--- config.mk ---
export PLATFORM = sky130hd
export DESIGN_NAME = i2c_master_register_access
export DESIGN_NICKNAME = d
export VERILOG_FILES = /design/src/sv/i2cmra_pkg.sv /design/src/sv/i2c_master_register_access.sv /design/src/sv/i2cmra_in_stage.sv /design/src/sv/i2cmra_core.sv /design/src/sv/i2cmra_out_stage.sv
export SDC_FILE = /design/constraint.sdc
export NUM_CORES = 1
export LEC_CHECK = 0
export BUFFER_PORTS_ARGS = -buffer_cell sky130_fd_sc_hd__buf_2
export CORE_ASPECT_RATIO = 0.75
export CORE_MARGIN = 2
export CORE_UTILIZATION = 60
export CTS_BUF_LIST = sky130_fd_sc_hd__clkbuf_4 sky130_fd_sc_hd__clkbuf_8 sky130_fd_sc_hd__clkbuf_16
export DETAILED_ROUTE_END_ITERATION = 8
export PLACE_DENSITY = 0.81
export SETUP_SLACK_MARGIN = 0.02
export SKIP_LAST_GASP = 1
export SLEW_MARGIN = 0
export SYNTH_ARGS = -nofsm -noshare
export SYNTH_HDL_FRONTEND = slang
export SYNTH_SLANG_ARGS = --single-unit
--- constraint.sdc ---
create_clock -name clk -period 7.55 [get_ports clk]
set_input_delay 0.3775 -clock clk [delete_from_list [all_inputs] [get_ports clk]]
set_output_delay 0.3775 -clock clk [all_outputs]
set_load 0.005 [all_outputs]
--- src/sv/i2cmra_pkg.sv ---
package i2cmra_pkg;

    localparam int unsigned TDATA_IN_W  = 40;
    localparam int unsigned TDATA_OUT_W = 16;
    localparam int unsigned FUNC_W      = 2;
    localparam int unsigned COUNT_W     = 9;
    localparam int unsigned TIMEOUT_W   = 16;

    localparam logic [COUNT_W-1:0]   MAX_READ_BYTES = 9'd256;
    localparam logic [TIMEOUT_W-1:0] TIMEOUT_RESET  = 16'd1000;

    localparam logic [FUNC_W-1:0] FUNC_TICK  = 2'd0;
    localparam logic [FUNC_W-1:0] FUNC_WRITE = 2'd1;
    localparam logic [FUNC_W-1:0] FUNC_READ  = 2'd2;

    typedef struct packed {
        logic [FUNC_W-1:0]  func;
        logic [6:0]         dev_addr;
        logic [7:0]         sub_addr;
        logic [7:0]         wr_data;
        logic [COUNT_W-1:0] rd_count;
        logic               sda_in;
    } item_t;

    typedef struct packed {
        logic       scl_out;
        logic       sda_out;
        logic [7:0] rd_byte;
        logic       rd_valid;
        logic       rd_last;
        logic       done_res;
        logic       error;
        logic       busy_res;
    } result_t;

endpackage

--- src/sv/i2c_master_register_access.sv ---
// An accepted input item passes the input register, then the result register, to
// the master side. One item per cycle while the master side accepts results; the phase
// state machine updates once per item in a single pass between those two registers.
// Reset (rst_n, async, active low): bus released (SCL = SDA = 1), idle, both stages
// empty, ACK timeout back to 1000 ticks.
module i2c_master_register_access
(
    input  logic                                  clk,
    input  logic                                  rst_n,
    input  logic                                  cfg_wr_en,
    input  logic [i2cmra_pkg::TIMEOUT_W-1:0]      cfg_wr_data,   // ack_timeout_ticks
    input  logic                                  s_axis_tvalid,
    output logic                                  s_axis_tready,
    // dev_addr[6:0], sub_addr[14:7], wr_data[22:15], rd_count[31:23], sda_in[32], zero
    input  logic [i2cmra_pkg::TDATA_IN_W-1:0]     s_axis_tdata,
    input  logic [i2cmra_pkg::FUNC_W-1:0]         s_axis_tuser,  // func[1:0]
    output logic                                  m_axis_tvalid,
    input  logic                                  m_axis_tready,
    // scl_out[0], sda_out[1], rd_byte[9:2], done_res[10], error[11], busy_res[12], zero
    output logic [i2cmra_pkg::TDATA_OUT_W-1:0]    m_axis_tdata,
    output logic                                  m_axis_tuser,  // rd_valid
    output logic                                  m_axis_tlast   // rd_last
);
    import i2cmra_pkg::*;

    item_t   in_item;
    item_t   item;
    logic    item_valid;
    logic    advance;
    result_t result;
    result_t out_result;

    always_comb
    begin
        in_item.func     = s_axis_tuser;
        in_item.dev_addr = s_axis_tdata[6:0];
        in_item.sub_addr = s_axis_tdata[14:7];
        in_item.wr_data  = s_axis_tdata[22:15];
        in_item.rd_count = s_axis_tdata[31:23];
        in_item.sda_in   = s_axis_tdata[32];
    end

    i2cmra_in_stage u_in_stage
    (
        .clk        (clk),
        .rst_n      (rst_n),
        .in_valid   (s_axis_tvalid),
        .in_ready   (s_axis_tready),
        .in_item    (in_item),
        .advance    (advance),
        .item_valid (item_valid),
        .item       (item)
    );

    i2cmra_core u_core
    (
        .clk         (clk),
        .rst_n       (rst_n),
        .cfg_wr_en   (cfg_wr_en),
        .cfg_wr_data (cfg_wr_data),
        .advance     (advance),
        .item        (item),
        .result      (result)
    );

    i2cmra_out_stage u_out_stage
    (
        .clk        (clk),
        .rst_n      (rst_n),
        .item_valid (item_valid),
        .result     (result),
        .advance    (advance),
        .out_valid  (m_axis_tvalid),
        .out_ready  (m_axis_tready),
        .out_result (out_result)
    );

    assign m_axis_tdata = {3'b000, out_result.busy_res, out_result.error,
                           out_result.done_res, out_result.rd_byte,
                           out_result.sda_out, out_result.scl_out};
    assign m_axis_tuser = out_result.rd_valid;
    assign m_axis_tlast = out_result.rd_last;

endmodule

--- src/sv/i2cmra_in_stage.sv ---
module i2cmra_in_stage
(
    input  logic                clk,
    input  logic                rst_n,
    input  logic                in_valid,
    output logic                in_ready,
    input  i2cmra_pkg::item_t   in_item,
    input  logic                advance,
    output logic                item_valid,
    output i2cmra_pkg::item_t   item
);
    import i2cmra_pkg::*;

    logic  valid_reg;
    logic  valid_next;
    item_t item_reg;

    // the register frees up in the same cycle its item moves on
    assign in_ready   = !valid_reg || advance;
    assign valid_next = (in_valid && in_ready) ? 1'b1 : (advance ? 1'b0 : valid_reg);

    always_ff @(posedge clk or negedge rst_n)
    begin
        if (!rst_n)
        begin
            valid_reg <= 1'b0;
        end
        else
        begin
            valid_reg <= valid_next;
        end
    end

    always_ff @(posedge clk)
    begin
        if (in_valid && in_ready)
        begin
            item_reg <= in_item;
        end
    end

    assign item_valid = valid_reg;
    assign item       = item_reg;

endmodule

--- src/sv/i2cmra_core.sv ---
module i2cmra_core
(
    input  logic                                 clk,
    input  logic                                 rst_n,
    input  logic                                 cfg_wr_en,
    input  logic [i2cmra_pkg::TIMEOUT_W-1:0]     cfg_wr_data,
    input  logic                                 advance,
    input  i2cmra_pkg::item_t                    item,
    output i2cmra_pkg::result_t                  result
);
    import i2cmra_pkg::*;

    typedef enum logic [4:0] {
        PH_IDLE, PH_ST0, PH_ST1, PH_ST2,
        PH_TX0, PH_TX1, PH_TX2,
        PH_AK0, PH_AK1, PH_AK2,
        PH_RX0, PH_RX1, PH_RX2,
        PH_MA0, PH_MA1, PH_MA2,
        PH_SP0, PH_SP1, PH_SP2
    } phase_t;

    // byte sequence: address, subaddress, data / stop, read address
    typedef enum logic [1:0] {
        SEQ_ADDR, SEQ_SUB, SEQ_DATA, SEQ_RADDR
    } seq_t;

    phase_t               phase_reg, phase_next;
    seq_t                 seq_reg, seq_next;
    logic [2:0]           bit_reg, bit_next;
    logic [7:0]           shift_reg, shift_next;
    logic [COUNT_W-1:0]   left_reg, left_next;
    logic [TIMEOUT_W-1:0] wait_reg, wait_next;
    logic [TIMEOUT_W-1:0] timeout_reg;
    logic [6:0]           addr_reg, addr_next;
    logic [7:0]           sub_reg, sub_next;
    logic [7:0]           data_reg, data_next;
    logic                 read_reg, read_next;
    logic                 err_reg, err_next;
    logic                 scl_reg, scl_next;
    logic                 sda_reg, sda_next;

    logic [TIMEOUT_W-1:0] limit;
    logic [TIMEOUT_W-1:0] wait_inc;
    logic [COUNT_W-1:0]   count_sat;
    logic [COUNT_W-1:0]   left_dec;

    assign limit    = (timeout_reg == '0) ? TIMEOUT_W'(1) : timeout_reg;
    assign wait_inc = wait_reg + TIMEOUT_W'(1);
    assign left_dec = (left_reg != '0) ? (left_reg - COUNT_W'(1)) : left_reg;

    always_comb
    begin
        if (item.rd_count == '0)
            count_sat = COUNT_W'(1);
        else if (item.rd_count > MAX_READ_BYTES)
            count_sat = MAX_READ_BYTES;
        else
            count_sat = item.rd_count;
    end

    always_comb
    begin
        phase_next = phase_reg;
        seq_next   = seq_reg;
        bit_next   = bit_reg;
        shift_next = shift_reg;
        left_next  = left_reg;
        wait_next  = wait_reg;
        addr_next  = addr_reg;
        sub_next   = sub_reg;
        data_next  = data_reg;
        read_next  = read_reg;
        err_next   = err_reg;
        scl_next   = scl_reg;
        sda_next   = sda_reg;
        result     = '0;

        if (item.func != FUNC_TICK)
        begin
            if (phase_reg == PH_IDLE && (item.func == FUNC_WRITE || item.func == FUNC_READ))
            begin
                addr_next  = item.dev_addr;
                sub_next   = item.sub_addr;
                data_next  = item.wr_data;
                read_next  = (item.func == FUNC_READ);
                left_next  = count_sat;
                seq_next   = SEQ_ADDR;
                err_next   = 1'b0;
                wait_next  = '0;
                bit_next   = '0;
                shift_next = '0;
                phase_next = PH_ST0;
            end
        end
        else
        begin
            unique case (phase_reg)
                PH_IDLE:
                begin
                    scl_next = 1'b1;
                    sda_next = 1'b1;
                end
                PH_ST0:
                begin
                    scl_next = 1'b1;
                    sda_next = 1'b1;
                    phase_next = PH_ST1;
                end
                PH_ST1:
                begin
                    scl_next = 1'b1;
                    sda_next = 1'b0;
                    phase_next = PH_ST2;
                end
                PH_ST2:
                begin
                    scl_next = 1'b0;
                    sda_next = 1'b0;
                    shift_next = {addr_reg, seq_reg == SEQ_RADDR};
                    bit_next = '0;
                    phase_next = PH_TX0;
                end
                PH_TX0, PH_TX1, PH_TX2:
                begin
                    sda_next = shift_reg[~bit_reg];
                    scl_next = (phase_reg == PH_TX1);
                    if (phase_reg == PH_TX0)
                        phase_next = PH_TX1;
                    else if (phase_reg == PH_TX1)
                        phase_next = PH_TX2;
                    else if (bit_reg == 3'd7)
                    begin
                        wait_next  = '0;
                        phase_next = PH_AK0;
                    end
                    else
                    begin
                        bit_next   = bit_reg + 3'd1;
                        phase_next = PH_TX0;
                    end
                end
                PH_AK0:
                begin
                    scl_next = 1'b0;
                    sda_next = 1'b1;
                    phase_next = PH_AK1;
                end
                PH_AK1:
                begin
                    scl_next = 1'b1;
                    sda_next = 1'b1;
                    if (!item.sda_in)
                        phase_next = PH_AK2;
                    else
                    begin
                        wait_next = wait_inc;
                        if (wait_inc >= limit)
                        begin
                            err_next   = 1'b1;
                            phase_next = PH_SP0;
                        end
                    end
                end
                PH_AK2:
                begin
                    scl_next = 1'b0;
                    sda_next = 1'b1;
                    unique case (seq_reg)
                        SEQ_ADDR:
                        begin
                            seq_next   = SEQ_SUB;
                            shift_next = sub_reg;
                            bit_next   = '0;
                            phase_next = PH_TX0;
                        end
                        SEQ_SUB:
                        begin
                            seq_next = SEQ_DATA;
                            if (read_reg)
                                phase_next = PH_SP0;
                            else
                            begin
                                shift_next = data_reg;
                                bit_next   = '0;
                                phase_next = PH_TX0;
                            end
                        end
                        SEQ_RADDR:
                        begin
                            bit_next   = '0;
                            shift_next = '0;
                            phase_next = PH_RX0;
                        end
                        default:
                        begin
                            phase_next = PH_SP0;
                        end
                    endcase
                end
                PH_RX0:
                begin
                    scl_next = 1'b0;
                    sda_next = 1'b1;
                    phase_next = PH_RX1;
                end
                PH_RX1:
                begin
                    scl_next = 1'b1;
                    sda_next = 1'b1;
                    shift_next = {shift_reg[6:0], item.sda_in};
                    phase_next = PH_RX2;
                end
                PH_RX2:
                begin
                    scl_next = 1'b0;
                    sda_next = 1'b1;
                    if (bit_reg == 3'd7)
                    begin
                        result.rd_valid = 1'b1;
                        result.rd_byte  = shift_reg;
                        result.rd_last  = (left_reg <= COUNT_W'(1));
                        phase_next      = PH_MA0;
                    end
                    else
                    begin
                        bit_next   = bit_reg + 3'd1;
                        phase_next = PH_RX0;
                    end
                end
                PH_MA0, PH_MA1, PH_MA2:
                begin
                    // NACK on the final byte
                    sda_next = (left_reg <= COUNT_W'(1));
                    scl_next = (phase_reg == PH_MA1);
                    if (phase_reg == PH_MA0)
                        phase_next = PH_MA1;
                    else if (phase_reg == PH_MA1)
                        phase_next = PH_MA2;
                    else
                    begin
                        left_next = left_dec;
                        if (left_dec == '0)
                            phase_next = PH_SP0;
                        else
                        begin
                            bit_next   = '0;
                            shift_next = '0;
                            phase_next = PH_RX0;
                        end
                    end
                end
                PH_SP0:
                begin
                    scl_next = 1'b0;
                    sda_next = 1'b0;
                    phase_next = PH_SP1;
                end
                PH_SP1:
                begin
                    scl_next = 1'b1;
                    sda_next = 1'b0;
                    phase_next = PH_SP2;
                end
                PH_SP2:
                begin
                    scl_next = 1'b1;
                    sda_next = 1'b1;
                    // a read restarts with the read address after the setup stop
                    if (!err_reg && read_reg && seq_reg == SEQ_DATA)
                    begin
                        seq_next   = SEQ_RADDR;
                        phase_next = PH_ST0;
                    end
                    else
                    begin
                        result.done_res = 1'b1;
                        result.error    = err_reg;
                        err_next        = 1'b0;
                        phase_next      = PH_IDLE;
                    end
                end
                default:
                begin
                    scl_next = 1'b1;
                    sda_next = 1'b1;
                    phase_next = PH_IDLE;
                end
            endcase
        end

        result.scl_out  = scl_next;
        result.sda_out  = sda_next;
        result.busy_res = (phase_next != PH_IDLE);
    end

    always_ff @(posedge clk or negedge rst_n)
    begin
        if (!rst_n)
        begin
            timeout_reg <= TIMEOUT_RESET;
            phase_reg   <= PH_IDLE;
            seq_reg     <= SEQ_ADDR;
            bit_reg     <= '0;
            shift_reg   <= '0;
            left_reg    <= '0;
            wait_reg    <= '0;
            addr_reg    <= '0;
            sub_reg     <= '0;
            data_reg    <= '0;
            read_reg    <= 1'b0;
            err_reg     <= 1'b0;
            scl_reg     <= 1'b1;
            sda_reg     <= 1'b1;
        end
        else
        begin
            if (cfg_wr_en)
            begin
                timeout_reg <= cfg_wr_data;
            end
            if (advance)
            begin
                phase_reg <= phase_next;
                seq_reg   <= seq_next;
                bit_reg   <= bit_next;
                shift_reg <= shift_next;
                left_reg  <= left_next;
                wait_reg  <= wait_next;
                addr_reg  <= addr_next;
                sub_reg   <= sub_next;
                data_reg  <= data_next;
                read_reg  <= read_next;
                err_reg   <= err_next;
                scl_reg   <= scl_next;
                sda_reg   <= sda_next;
            end
        end
    end

endmodule

--- src/sv/i2cmra_out_stage.sv ---
module i2cmra_out_stage
(
    input  logic                  clk,
    input  logic                  rst_n,
    input  logic                  item_valid,
    input  i2cmra_pkg::result_t   result,
    output logic                  advance,
    output logic                  out_valid,
    input  logic                  out_ready,
    output i2cmra_pkg::result_t   out_result
);
    import i2cmra_pkg::*;

    logic    valid_reg;
    logic    valid_next;
    result_t result_reg;

    assign advance    = item_valid && (!valid_reg || out_ready);
    assign valid_next = advance ? 1'b1 : (out_ready ? 1'b0 : valid_reg);

    always_ff @(posedge clk or negedge rst_n)
    begin
        if (!rst_n)
        begin
            valid_reg <= 1'b0;
        end
        else
        begin
            valid_reg <= valid_next;
        end
    end

    always_ff @(posedge clk)
    begin
        if (advance)
        begin
            result_reg <= result;
        end
    end

    assign out_valid  = valid_reg;
    assign out_result = result_reg;

endmodule
==> impl_metrics.env <==
export IMPL_status="complete, no violations"
export IMPL_largest_register_ff_count=35
export IMPL_layout_nets=851
export IMPL_hold_path_end="u_in_stage.item[20]"
export IMPL_clk_path_buf_depth=2
export IMPL_yosys_most_used_dff="dfrtp_1"
export IMPL_postSynthRegisterBits=138
export IMPL_clk_insertion_delay_late_ps=430
export IMPL_critPathArrivalTime_ps=3770
export IMPL_worstPathBufferInverterCount=0
export IMPL_postRouteAntennaNets=0
export IMPL_design_die_area_sq_um=13170
export IMPL_ys_warns=0
export IMPL_cts_setup_buffers=0
export IMPL_cts_resized=0
export IMPL_cts_hold_buffers_added=1
export IMPL_grt_antenna_before_repair=0
export IMPL_timing_critical_path_fanout_max=6
export IMPL_worst_pin_slew_ps=1072
export IMPL_min_from="s_axis_tdata[9]"
export IMPL_syn_mean_instance_area_sq_um=10.49
export IMPL_drt_first_pass_iters=9
export IMPL_weighted_congestion_reported_at_the_end_of_routability_driven_placement=0.9207
export IMPL_first_global_vias=5372
export IMPL_slew_headroom=0.2799
export IMPL_worst_path_most_repeated_cell="nand3_1"
export IMPL_postSynth_asyncResetShare=0.6377
export IMPL_worstPathRequired_ps=7830
export IMPL_setup_reg_to_reg_worst_slack_ps=4070
export IMPL_fp_row_count=34
export IMPL_numPortBuffers=72
export IMPL_syn_inst=701
export IMPL_clock_root_buffer="clkbuf_16"
export IMPL_achievable_frequency_ghz=0.2870
export IMPL_groute_usage_overall=0.2528
export IMPL_period_needed_ps=3484
export IMPL_reg2reg_from="u_core.wait_reg[2]"
export IMPL_tns_ps=0
export IMPL_max_cap_violations=0
export IMPL_post_route_cells_drive_above_1_share=0.2186
export IMPL_ff2ff_path_depth=13
export IMPL_initial_util=0.6242
export IMPL_fin_skew_ps=11.38
export IMPL_hold_worst_slack_ps=123.5
export IMPL_route_detailed_drc=0
export IMPL_io_pins=83
export IMPL_grt_first_pass_wirelength_um=26410
export IMPL_wl_per_cell_um=17.08
export IMPL_final_setup_viol_count=0
export IMPL_timing_rr_end="u_out_stage.out_result[0]"
export IMPL_grt_start_max_net_pins=47
export IMPL_worst_hold_path_type="in -> reg"
export IMPL_worst_ir_drop_vdd_v=0.0002644
export IMPL_ys_seq_area_frac=0.5048
export IMPL_period_share=0.4615
export IMPL_rsz0062_at_grt="false"
export IMPL_dr_first_iter_drc_count=594
export IMPL_cell_by_cell_trace_of_the_critical_path="nand3_1 > nor2_1 > and3_1 > nand3_1 > xnor2_1 > ha_1 > o2111ai_1 > or4b_1 > or2_0 > o21a_1 > a21oi_1 > a21oi_1 > nand3_1"
export IMPL_grt_remaining_overflow=0
export IMPL_cts_buffers=17
export IMPL_route_vias_total=5623
export IMPL_worst_hold_path_num_cells=1
export IMPL_place_hpwl_um=10940
export IMPL_die_height_um=99.89
export IMPL_static_leakage_uw=0.003577
export IMPL_synth_edf_count=50
export IMPL_wirelength_um=15970
export IMPL_floorplan_die_width_um=131.9
export IMPL_cts_htree_levels=4
export IMPL_setup_worst_path_end_class="flop"
export IMPL_timing_setup_critical_path_class="reg -> reg"
export IMPL_flow_area_growth_from_synthesis_pct=13.22
export IMPL_yosys_cell_types_count=74
export IMPL_critical_path_top_delay_family="simple AND/OR/NAND/NOR gates"
export IMPL_floorplan_core_area_sq_um=11780
export IMPL_tritoncts="done"
export IMPL_crit_slowest_cell="or4b_1"
export IMPL_cpPeakStageDelay_ps=520
export IMPL_path_clk_slew_ps=60
export IMPL_fillers=863
export IMPL_detail_route_vias_per_cell=6.014
export IMPL_finalMaxSlewViolations=0
export IMPL_syn_area_sq_um=7356
export IMPL_critical_path_startpoint_type="flop"
export IMPL_count_of_final_hold_check_violations=0
export IMPL_n_antenna_cell=0
export IMPL_numClockSinks=138
export IMPL_cellPowerDensity_nw_per_um2=299.2
[layer usage]
layer	share of wire	up-vias	global-route usage	wire (um)
met4	0.012	0	0.08110	195
met1	0.47	2715	0.3642	7478
li1	-	2652	-	-
met2	0.45	233	0.3935	7257
met5	0	-	0	0
met3	0.065	23	0.04798	1035
[logic make-up (layout without fill, tap and decap cells)]
family / Yosys count / count (layout) / synth area share
and+or+nand+nor: 237 / 237 / 0.1652
AOI/OAI and AO/OA: 174 / 174 / 0.1488
DFF: 138 / 138 / 0.5048
buffers and inverters: 69 / 139 / 0.04882
muxes: 39 / 39 / 0.06634
adders and majority gates: 28 / 28 / 0.04763
xor gates and xnor gates: 15 / 15 / 0.01786
other: 1 / 3 / 0.0005098
[where the power goes]
group | switching, uW | total [uW] | internal (uW)
Combinational | 287 | 539 | 252
Clock | 327 | 856 | 529
Sequential | 170 | 1100 | 927
Total | 784 | 2490 | 1710
[layout by cell type (no fill, tap or decap), drive strengths merged, types with 5 or more instances in the layout]
master,Yosys,routed
buf,12,76
nor2,53,53
clkinv,1,6
ha,28,28
a211oi,8,8
dfstp,8,8
xnor2,11,11
nand3b,6,6
dfrtp,80,80
a22o,5,5
o31ai,9,9
and3,13,13
clkbuf,27,19
or2,5,5
a22oi,10,10
mux2,34,34
nor2b,8,8
nand3,17,17
nor4,10,10
inv,29,33
and2,12,12
nand2b,13,13
nor3,16,16
a21oi,34,34
edfxtp,50,50
o21ai,66,66
a31oi,8,8
nand2,65,65
[per-stage QoR]
stage                     utilization  cell area (sq um)  power, uW  instances  setup WS, ps
final                          0.7067               8328       2491        935          4066
after global routing           0.7067               8328       2621        935          3857
after CTS                      0.7067               8328       2485        935          4143
after detailed placement       0.6545               7712       1624        902          4163
after global placement         0.6545               7712       1588        902          4217
after floorplan                     -               7363       1492        703          4475
[cells in the mapped netlist (5+ instances only)]
| library cell | count | share of area |
|---|---|---|
| nand3_1 | 17 | 0.012 |
| nor3_1 | 16 | 0.011 |
| nor4_1 | 7 | 0.0060 |
| xnor2_1 | 11 | 0.013 |
| mux2_2 | 26 | 0.040 |
| nand2b_1 | 13 | 0.011 |
| and2_1 | 11 | 0.0094 |
| nor2b_1 | 8 | 0.0068 |
| and3_1 | 13 | 0.011 |
| a21oi_1 | 34 | 0.023 |
| inv_1 | 28 | 0.014 |
| clkbuf_1 | 21 | 0.011 |
| clkbuf_8 | 6 | 0.011 |
| mux2_4 | 8 | 0.016 |
| o21ai_0 | 63 | 0.043 |
| edfxtp_1 | 50 | 0.20 |
| nand2_1 | 65 | 0.033 |
| dfrtp_1 | 80 | 0.27 |
| a211oi_1 | 8 | 0.0082 |
| a22oi_1 | 10 | 0.010 |
| nor2_1 | 53 | 0.027 |
| a22o_1 | 5 | 0.0060 |
| nand3b_1 | 6 | 0.0061 |
| a31oi_1 | 8 | 0.0068 |
| ha_1 | 28 | 0.048 |
| dfstp_2 | 8 | 0.029 |
| o31ai_1 | 9 | 0.0092 |
[cell type report]
type | count | area, sq um | share of cell area
sequential | 138 | 3714 | 0.4459
multi-input combinational | 496 | 3291 | 0.3951
clock buffer | 19 | 440.4 | 0.05288
timing repair buffer | 77 | 402.9 | 0.04838
tap | 162 | 202.7 | 0.02434
clock inverter | 13 | 165.2 | 0.01983
inverter | 30 | 112.6 | 0.01352
[worst max-delay path by stage]
stage	start	end	slack, ps	depth (start not counted)
global placement	u_core.wait_reg[2]	u_out_stage.out_result[0]	4220	13
floorplan	u_core.wait_reg[0]	u_out_stage.out_result[0]	4470	14
detailed placement	u_core.wait_reg[2]	u_out_stage.out_result[0]	4160	13
finish	u_core.wait_reg[2]	u_out_stage.out_result[0]	4070	13
global route	u_core.wait_reg[2]	u_out_stage.out_result[0]	3860	13
CTS	u_core.wait_reg[2]	u_out_stage.out_result[0]	4140	13
No activity file was read; power rests on OpenSTA's default activity.
